--- src/trp_pkg.sv ---
package trp_pkg;

    // Default position resolution in bits (range 8 to 16).
    localparam int POS_WIDTH_DEFAULT = 16;

    // Configuration port geometry.
    localparam int APB_ADDR_W = 4;
    localparam int APB_DATA_W = 32;

    // Register indexes, taken from paddr[3:2].
    localparam logic [1:0] REG_THRESHOLD   = 2'd0;
    localparam logic [1:0] REG_IDLE_LIMIT  = 2'd1;
    localparam logic [1:0] REG_DEVICE_CODE = 2'd2;

    // Register reset values.
    localparam logic [7:0]  RESET_THRESHOLD   = 8'd10;
    localparam logic [15:0] RESET_IDLE_LIMIT  = 16'd150;
    localparam logic [7:0]  RESET_DEVICE_CODE = 8'h55;

    // Fixed terms of the report checksum.
    localparam logic [15:0] REPORT_ID    = 16'd1;
    localparam logic [15:0] REPORT_BYTES = 16'd5;
    localparam logic [15:0] MOUSE_TYPE   = 16'd1;

    localparam logic [15:0] IDLE_MAX = 16'hFFFF;

    // Configuration register contents.
    typedef struct packed {
        logic [7:0]  double_threshold;
        logic [15:0] idle_limit;
        logic [7:0]  device_code;
    } cfg_t;

    // One scan result.
    typedef struct packed {
        logic        finger_down;
        logic [15:0] pos_x;
        logic [15:0] pos_y;
        logic        left_down;
        logic        right_down;
        logic        gang_down;
    } scan_t;

    // One mouse report.
    typedef struct packed {
        logic        report_valid;
        logic [1:0]  click_bits;
        logic [7:0]  delta_x;
        logic [7:0]  delta_y;
        logic [1:0]  sign_bits;
        logic [15:0] checksum;
        logic        fast_mode;
    } result_t;

endpackage

--- src/trp_regs.sv ---
module trp_regs (
    input  logic                            clk,
    input  logic                            rst_n,
    input  logic                            psel,
    input  logic                            penable,
    input  logic                            pwrite,
    input  logic [trp_pkg::APB_ADDR_W-1:0]  paddr,
    input  logic [trp_pkg::APB_DATA_W-1:0]  pwdata,
    output logic [trp_pkg::APB_DATA_W-1:0]  prdata,
    output logic                            pready,
    output trp_pkg::cfg_t                   cfg
);
    import trp_pkg::*;

    cfg_t       cfg_reg;
    cfg_t       cfg_next;
    logic       wr_en;
    logic [1:0] reg_idx;

    assign pready  = 1'b1;
    assign wr_en   = psel && penable && pwrite;
    assign reg_idx = paddr[APB_ADDR_W-1:2];
    assign cfg     = cfg_reg;

    // Register write decode; writes to unused addresses are dropped.
    always_comb
    begin
        cfg_next = cfg_reg;
        if (wr_en)
        begin
            unique case (reg_idx)
                REG_THRESHOLD:   cfg_next.double_threshold = pwdata[7:0];
                REG_IDLE_LIMIT:  cfg_next.idle_limit       = pwdata[15:0];
                REG_DEVICE_CODE: cfg_next.device_code      = pwdata[7:0];
                default:         cfg_next = cfg_reg;
            endcase
        end
    end

    always_ff @(posedge clk or negedge rst_n)
    begin
        if (!rst_n)
        begin
            cfg_reg.double_threshold <= RESET_THRESHOLD;
            cfg_reg.idle_limit       <= RESET_IDLE_LIMIT;
            cfg_reg.device_code      <= RESET_DEVICE_CODE;
        end
        else
        begin
            cfg_reg <= cfg_next;
        end
    end

    // Read data multiplexer.
    always_comb
    begin
        unique case (reg_idx)
            REG_THRESHOLD:   prdata = APB_DATA_W'(cfg_reg.double_threshold);
            REG_IDLE_LIMIT:  prdata = APB_DATA_W'(cfg_reg.idle_limit);
            REG_DEVICE_CODE: prdata = APB_DATA_W'(cfg_reg.device_code);
            default:         prdata = '0;
        endcase
    end

endmodule

--- src/trp_motion.sv ---
module trp_motion #(
    parameter int POS_WIDTH = trp_pkg::POS_WIDTH_DEFAULT
) (
    input  logic             clk,
    input  logic             rst_n,
    input  logic             step,
    input  trp_pkg::scan_t   scan,
    input  trp_pkg::cfg_t    cfg,
    output trp_pkg::result_t result
);
    import trp_pkg::*;

    logic                 mode_fast_reg,   mode_fast_next;
    logic [15:0]          idle_count_reg,  idle_count_next;
    logic [POS_WIDTH-1:0] last_x_reg,      last_x_next;
    logic [POS_WIDTH-1:0] last_y_reg,      last_y_next;
    logic                 last_finger_reg, last_finger_next;
    logic                 last_left_reg,   last_left_next;
    logic                 last_right_reg,  last_right_next;

    logic [POS_WIDTH-1:0] px, py;
    logic [POS_WIDTH-1:0] dx_raw, dy_raw;
    logic                 held, x_dec, y_dec, active, report;
    logic [1:0]           clicks, signs;
    logic [7:0]           dx, dy;
    logic [15:0]          idle_inc;

    // A delta above the threshold is doubled; only the low byte is kept.
    function automatic logic [7:0] scale_delta(input logic [POS_WIDTH-1:0] d,
                                               input logic [7:0] thr);
        logic [7:0] r;
        if (d > POS_WIDTH'(thr))
            r = {d[6:0], 1'b0};
        else
            r = d[7:0];
        return r;
    endfunction

    // Position and motion; a lifted finger reads as the origin.
    always_comb
    begin
        px     = scan.finger_down ? scan.pos_x[POS_WIDTH-1:0] : '0;
        py     = scan.finger_down ? scan.pos_y[POS_WIDTH-1:0] : '0;
        held   = scan.finger_down && last_finger_reg;
        x_dec  = last_x_reg > px;
        y_dec  = last_y_reg > py;
        dx_raw = x_dec ? (last_x_reg - px) : (px - last_x_reg);
        dy_raw = y_dec ? (last_y_reg - py) : (py - last_y_reg);
        if (!held)
        begin
            dx_raw = '0;
            dy_raw = '0;
        end
        dx     = scale_delta(dx_raw, cfg.double_threshold);
        dy     = scale_delta(dy_raw, cfg.double_threshold);
        signs  = {held && x_dec, held && !y_dec};
        clicks = {scan.right_down && !last_right_reg, scan.left_down && !last_left_reg};
        report = scan.finger_down || (clicks != 2'b00);
        active = scan.finger_down || scan.left_down || scan.right_down || scan.gang_down;
        idle_inc = (idle_count_reg == IDLE_MAX) ? idle_count_reg : idle_count_reg + 16'd1;
    end

    // Report assembly and next state.
    always_comb
    begin
        mode_fast_next   = mode_fast_reg;
        idle_count_next  = idle_count_reg;
        last_x_next      = last_x_reg;
        last_y_next      = last_y_reg;
        last_finger_next = last_finger_reg;
        last_left_next   = last_left_reg;
        last_right_next  = last_right_reg;
        result           = '0;

        if (mode_fast_reg)
        begin
            last_x_next      = px;
            last_y_next      = py;
            last_finger_next = scan.finger_down;
            last_left_next   = scan.left_down;
            last_right_next  = scan.right_down;
            if (report)
            begin
                result.report_valid = 1'b1;
                result.click_bits   = clicks;
                result.delta_x      = dx;
                result.delta_y      = dy;
                result.sign_bits    = signs;
                result.checksum     = REPORT_ID + 16'(cfg.device_code) + REPORT_BYTES
                                    + MOUSE_TYPE + 16'(clicks) + 16'(dy) + 16'(dx)
                                    + 16'(signs);
            end
            if (active)
            begin
                idle_count_next = '0;
            end
            else
            begin
                idle_count_next = idle_inc;
                if (idle_inc >= cfg.idle_limit)
                    mode_fast_next = 1'b0;
            end
        end
        else if (scan.gang_down)
        begin
            mode_fast_next  = 1'b1;
            idle_count_next = '0;
        end

        result.fast_mode = mode_fast_next;
    end

    always_ff @(posedge clk or negedge rst_n)
    begin
        if (!rst_n)
        begin
            mode_fast_reg   <= 1'b1;
            idle_count_reg  <= '0;
            last_x_reg      <= '1;
            last_y_reg      <= '0;
            last_finger_reg <= 1'b0;
            last_left_reg   <= 1'b0;
            last_right_reg  <= 1'b0;
        end
        else if (step)
        begin
            mode_fast_reg   <= mode_fast_next;
            idle_count_reg  <= idle_count_next;
            last_x_reg      <= last_x_next;
            last_y_reg      <= last_y_next;
            last_finger_reg <= last_finger_next;
            last_left_reg   <= last_left_next;
            last_right_reg  <= last_right_next;
        end
    end

`ifndef SYNTHESIS
    // Slow scans never produce a report.
    a_slow_no_report: assert property (@(posedge clk) disable iff (!rst_n)
        step && !mode_fast_reg |-> !result.report_valid)
        else $error("report produced in slow mode");

    // Without a report the checksum, click bits and sign bits are cleared.
    a_no_report_zero: assert property (@(posedge clk) disable iff (!rst_n)
        step && !result.report_valid |-> (result.checksum == 16'd0)
            && (result.click_bits == 2'b00) && (result.sign_bits == 2'b00))
        else $error("report fields not cleared");

    // Slow mode is only entered once the idle count reaches the limit.
    a_slow_entry: assert property (@(posedge clk) disable iff (!rst_n)
        $fell(mode_fast_reg) |-> (idle_count_reg >= $past(cfg.idle_limit)))
        else $error("slow mode entered before idle limit");
`endif

endmodule

--- src/trackpad_relative_motion_reporter_core.sv ---
// Trackpad relative-motion reporter.
// Input channel: in_valid/in_stall with one scan item (finger, position,
// buttons, ganged sensor). Output channel: out_valid/out_stall with one
// report item per scan (report fields plus the current scan mode).
// An item is taken at a rising edge where valid is high and stall is low.
// The scan is held in an input register, and the report is computed in one
// pass and held in a result register. Throughput is one item per cycle
// while the receiver does not stall; the motion state (last position,
// buttons, idle count, mode) is updated in that same single pass.
// When the receiver stalls, the result register holds its item and the
// input register can still take one more; in_stall rises only when both
// are full.
// Configuration registers (threshold, idle limit, device code) are to be
// written over the APB port by the user only while no item is in flight;
// the block does not enforce this. Reset clears both valid flags and puts
// the block in fast mode with the register defaults loaded.
module trackpad_relative_motion_reporter_core #(
    parameter int POS_WIDTH = trp_pkg::POS_WIDTH_DEFAULT
) (
    input  logic                            clk,
    input  logic                            rst_n,
    input  logic                            psel,
    input  logic                            penable,
    input  logic                            pwrite,
    input  logic [trp_pkg::APB_ADDR_W-1:0]  paddr,
    input  logic [trp_pkg::APB_DATA_W-1:0]  pwdata,
    output logic [trp_pkg::APB_DATA_W-1:0]  prdata,
    output logic                            pready,
    input  logic                            in_valid,
    output logic                            in_stall,
    input  logic                            finger_down,
    input  logic [15:0]                     pos_x,
    input  logic [15:0]                     pos_y,
    input  logic                            left_down,
    input  logic                            right_down,
    input  logic                            gang_down,
    output logic                            out_valid,
    input  logic                            out_stall,
    output logic                            report_valid,
    output logic [1:0]                      click_bits,
    output logic [7:0]                      delta_x,
    output logic [7:0]                      delta_y,
    output logic [1:0]                      sign_bits,
    output logic [15:0]                     checksum,
    output logic                            fast_mode
);
    import trp_pkg::*;

    cfg_t    cfg;
    scan_t   scan_reg, scan_next;
    result_t res_comb;
    result_t res_reg, res_next;
    logic    in_valid_reg, in_valid_next;
    logic    out_valid_reg, out_valid_next;
    logic    out_free, move, accept;

    trp_regs u_regs (
        .clk     (clk),
        .rst_n   (rst_n),
        .psel    (psel),
        .penable (penable),
        .pwrite  (pwrite),
        .paddr   (paddr),
        .pwdata  (pwdata),
        .prdata  (prdata),
        .pready  (pready),
        .cfg     (cfg)
    );

    // Handshake: the scan moves on whenever the result register is free.
    assign out_free = !out_valid_reg || !out_stall;
    assign move     = in_valid_reg && out_free;
    assign in_stall = in_valid_reg && !out_free;
    assign accept   = in_valid && !in_stall;

    always_comb
    begin
        scan_next.finger_down = finger_down;
        scan_next.pos_x       = pos_x;
        scan_next.pos_y       = pos_y;
        scan_next.left_down   = left_down;
        scan_next.right_down  = right_down;
        scan_next.gang_down   = gang_down;
        in_valid_next  = accept || (in_valid_reg && !move);
        out_valid_next = move || (out_valid_reg && out_stall);
        res_next       = move ? res_comb : res_reg;
    end

    trp_motion #(
        .POS_WIDTH (POS_WIDTH)
    ) u_motion (
        .clk    (clk),
        .rst_n  (rst_n),
        .step   (move),
        .scan   (scan_reg),
        .cfg    (cfg),
        .result (res_comb)
    );

    // Valid flags.
    always_ff @(posedge clk or negedge rst_n)
    begin
        if (!rst_n)
        begin
            in_valid_reg  <= 1'b0;
            out_valid_reg <= 1'b0;
        end
        else
        begin
            in_valid_reg  <= in_valid_next;
            out_valid_reg <= out_valid_next;
        end
    end

    // Payload registers.
    always_ff @(posedge clk)
    begin
        if (accept)
            scan_reg <= scan_next;
        res_reg <= res_next;
    end

    assign out_valid    = out_valid_reg;
    assign report_valid = res_reg.report_valid;
    assign click_bits   = res_reg.click_bits;
    assign delta_x      = res_reg.delta_x;
    assign delta_y      = res_reg.delta_y;
    assign sign_bits    = res_reg.sign_bits;
    assign checksum     = res_reg.checksum;
    assign fast_mode    = res_reg.fast_mode;

`ifndef SYNTHESIS
    // A scan only moves on when the result register can take it.
    a_move_room: assert property (@(posedge clk) disable iff (!rst_n)
        move |-> (!out_valid_reg || !out_stall))
        else $error("scan overwrote a pending report");
`endif

endmodule

--- config.mk ---
export PLATFORM = sky130hd
export DESIGN_NAME = trackpad_relative_motion_reporter_core
export DESIGN_NICKNAME = d
export VERILOG_FILES = /design/src/trp_pkg.sv /design/src/trp_regs.sv /design/src/trp_motion.sv /design/src/trackpad_relative_motion_reporter_core.sv
export SDC_FILE = /design/constraint.sdc
export NUM_CORES = 1
export LEC_CHECK = 0
export BUFFER_PORTS_ARGS = -buffer_cell sky130_fd_sc_hd__buf_2
export CAP_MARGIN = 20
export CORE_ASPECT_RATIO = 0.6
export CORE_MARGIN = 1
export CORE_UTILIZATION = 60
export CTS_CLUSTER_DIAMETER = 40
export DETAILED_ROUTE_END_ITERATION = 8
export PLACE_DENSITY_LB_ADDON = 0.3
export SKIP_CTS_REPAIR_TIMING = 1
export SYNTH_ARGS = -nofsm -noshare
export SYNTH_HDL_FRONTEND = slang
export SYNTH_SLANG_ARGS = --single-unit
--- constraint.sdc ---
create_clock -name clk -period 24.1 [get_ports clk]
set_input_delay 2.41 -clock clk [delete_from_list [all_inputs] [get_ports clk]]
set_output_delay 2.41 -clock clk [all_outputs]
set_load 0.01 [all_outputs]
==> qor.csv <==
stage;metric;value;unit
synthesis;yosysSeqAreaShare;0.361;
global_routing;track_usage;0.279;
detailed_routing;drt-total-wl;27.1;mm
pwr;fin_total_pwr;0.00110;W
synthesis;synth_cell_types;69;
sta;setup_viol;0;
detailed_routing;drtAntennaViolNets;0;
clocking;clk_latency;440;ps
critical_path;crit_path_frequent_cell;fa_1;
critical_path;end_kind;flip-flop;
synthesis;syn_avg_cell_area;9.18;µm²
global_routing;grt_pass1_vias;8744;
sta;max_freq;103;MHz
sta;fin_tns_setup;0;ps
detailed_routing;wl_per_cell;16.5;µm
pwr;peakVddDrop;0.0594;mV
clocking;clkSinkCount;155;
synthesis;synth-seq-cells;155;
detailed_routing;drcViolationCount;0;
sta;rsz0062_at_grt;no;
synthesis;yosysTopAreaCell;edfxtp_1;
detailed_routing;vias;9387;
synthesis;yosysWarnings;0;
synthesis;synthMostInstantiatedCell;nand2_1;
global_routing;antenna_found_initial;0;
layout;layout-drive-gt1-share;0.165;
synthesis;async_reset_ff_frac;0.555;
placed_design;pre_cts_slack;14550;ps
flow_run;max-cap-violations;0;
floorplan;fp.dieH;111;µm
floorplan;die_w;183;µm
synthesis;syn_area;0.0118;mm²
clocking;cts_tree;done;
clocking;cts_buffers;17;
sta;hold_violations;0;
global_routing;grt.overflow.total;0;
layout;nets;1582;
floorplan;io_pins;152;
placed_design;port-buffer-count;111;
critical_path;critical_path_buf_inv_count;4;
clocking;cts-htree-levels;4;
synthesis;synth_top_flop_cell;edfxtp_1;
sta;fin_crit;9720;ps
sta;fin_crit_sh;0.403;
clocking;clockBufferDepth;2;
floorplan;die-area;0.0203;mm²
clocking;root_buffer;clkbuf_16;
layout;largest_register_ffs;36;
hold_path;hold_class;flip-flop to flip-flop;
critical_path;crit_arrival;9910;ps
critical_path;cp_max_fo;37;
sta;skew;11.9;ps
clocking;clk_pin_slew;60;ps
pwr;p_leak;6.23;nW
sta;worst_slew_pin_slew;973;ps
placed_design;dp_hpwl;20.6;mm
placed_design;place_congestion;0.946;
critical_path;cp_top_family;compound AO/OA/AOI/OAI gates;
sta;drv_slew;0;
critical_path;cpPeakStageDelay;760;ps
floorplan;initial_utilization;0.617;
sta;setup_slack;14380;ps
detailed_routing;drt_iter0_drc;853;
synthesis;ys_top_cells_by_count;152 x nand2_1, 131 x inv_1, 120 x ha_1, 91 x o21ai_0, 78 x a21oi_1;
synthesis;yosys-top-cells-area;edfxtp_1 18%, ha_1 13%, dfrtp_1 13%;
floorplan;core_area;0.0191;mm²
outcome;status;complete, no violations;
critical_path;cp_data_required_time;24290;ps
pwr;power.density;84.4;mW/mm²
global_routing;grt_start_max_net_pins;74;
detailed_routing;first_pass_iters;5;
layout;n_antenna_cell;0;
critical_path;cpMaxStageDelayCell;or4_1;
critical_path;crit_type;flip-flop to flip-flop;
synthesis;synth_top_area_frac;0.176;
synthesis;synth_edf_count;69;
critical_path;critPathLaunchType;flip-flop;
detailed_routing;avgViaCountPerCell;5.71;
sta;slew_headroom;0.352;
floorplan;rows;39;
global_routing;grt_pass1_wl;44.4;mm
layout;syn_to_final_growth;10.1;%
synthesis;netlist_instances;1286;
-- per-stage QoR --
step | cells | area, µm² | hold WS (ps) | utilization
2_1_floorplan | 1306 | 11900 | 448 | -
3_3_place_gp | 1611 | 12400 | 462 | 0.648
3_5_place_dp | 1611 | 12400 | 476 | 0.648
4_1_cts | 1643 | 13000 | 481 | 0.678
5_1_grt | 1645 | 13000 | 514 | 0.680
6_report | 1645 | 13000 | 479 | 0.680
-- layer usage --
layer  GRT usage  wire, µm  vias to the layer above
li1            -         -                     4589
met5           0         0                        -
met1       0.425     13300                     4414
met3      0.0637      2090                       28
met4      0.0711       384                        0
met2       0.397     11300                      356
-- placed cells by master (no fill, tap or decap), drive strengths merged, types with 6 or more instances in the layout --
cell and instances:
fa 17, or3 8, nor3 14, and2 22
o31ai 7, inv 140, ha 120, nand2b 10
o21a 12, nand3 26, buf 121, xor2 17
nand4 16, nor2 72, a2111oi 6, edfxtp 69
a211oi 12, a31oi 12, nor4 7, a21o 26
clkbuf 18, a22o 12, o21ai 93, xnor2 30
dfstp 27, a21oi 78, o211ai 9, and3 9
nor2b 15, mux2 32, conb 22, o21bai 11
nand2 152, dfrtp 59, mux2i 37
-- cells by family after synthesis --
kind of cell / Yosys count / share of synthesized area
AND/OR/NAND/NOR: 366 / 0.149
adder cells (fa/ha/maj): 137 / 0.156
AO/OA/AOI/OAI: 299 / 0.158
multiplexers: 69 / 0.0622
other: 2 / 0.000636
flip-flops: 155 / 0.361
buffers and inverters: 211 / 0.0785
XOR/XNOR: 47 / 0.0349
-- final timing paths --
kind                              start                           to  slack [ps]  cells after the start
max                        scan_reg[35]                  checksum[9]       14380                     38
min                        in_valid_reg                    out_valid         480                      1
max reg2reg                scan_reg[35]                  checksum[9]       14380                     38
min reg2reg                in_valid_reg                    out_valid         480                      1
max in group asynchronous         rst_n  u_motion.idle_count_reg[14]       21080                      2
min in group asynchronous         rst_n                u_regs.cfg[3]        1820                      1
-- layout make-up --
| type | instances | area, µm² |
|---|---|---|
| multi-input cells | 940 | 6700 |
| well taps | 266 | 333 |
| clock buffers | 18 | 439 |
| clock inverters | 14 | 129 |
| repair buffers | 121 | 646 |
| flip-flops and latches | 155 | 4260 |
| inverters | 131 | 492 |
| fillers | 1526 | 6130 |
-- report_power, final --
part	switching [W]	internal, W
clock network	0.000119	0.000139
logic	0.000287	0.000201
registers	0.0000233	0.000329
-- worst reg2reg max path: cells and delay by family (launching register included) --
| kind | cells | cell delay [ps] |
|---|---|---|
| buffers and inverters | 4 | 440 |
| XOR/XNOR | 1 | 140 |
| adder cells (fa/ha/maj) | 8 | 2750 |
| flip-flops | 1 | 360 |
| AND/OR/NAND/NOR | 11 | 2880 |
| AO/OA/AOI/OAI | 14 | 2930 |
Note: power is estimated with default switching activity, not from simulation.
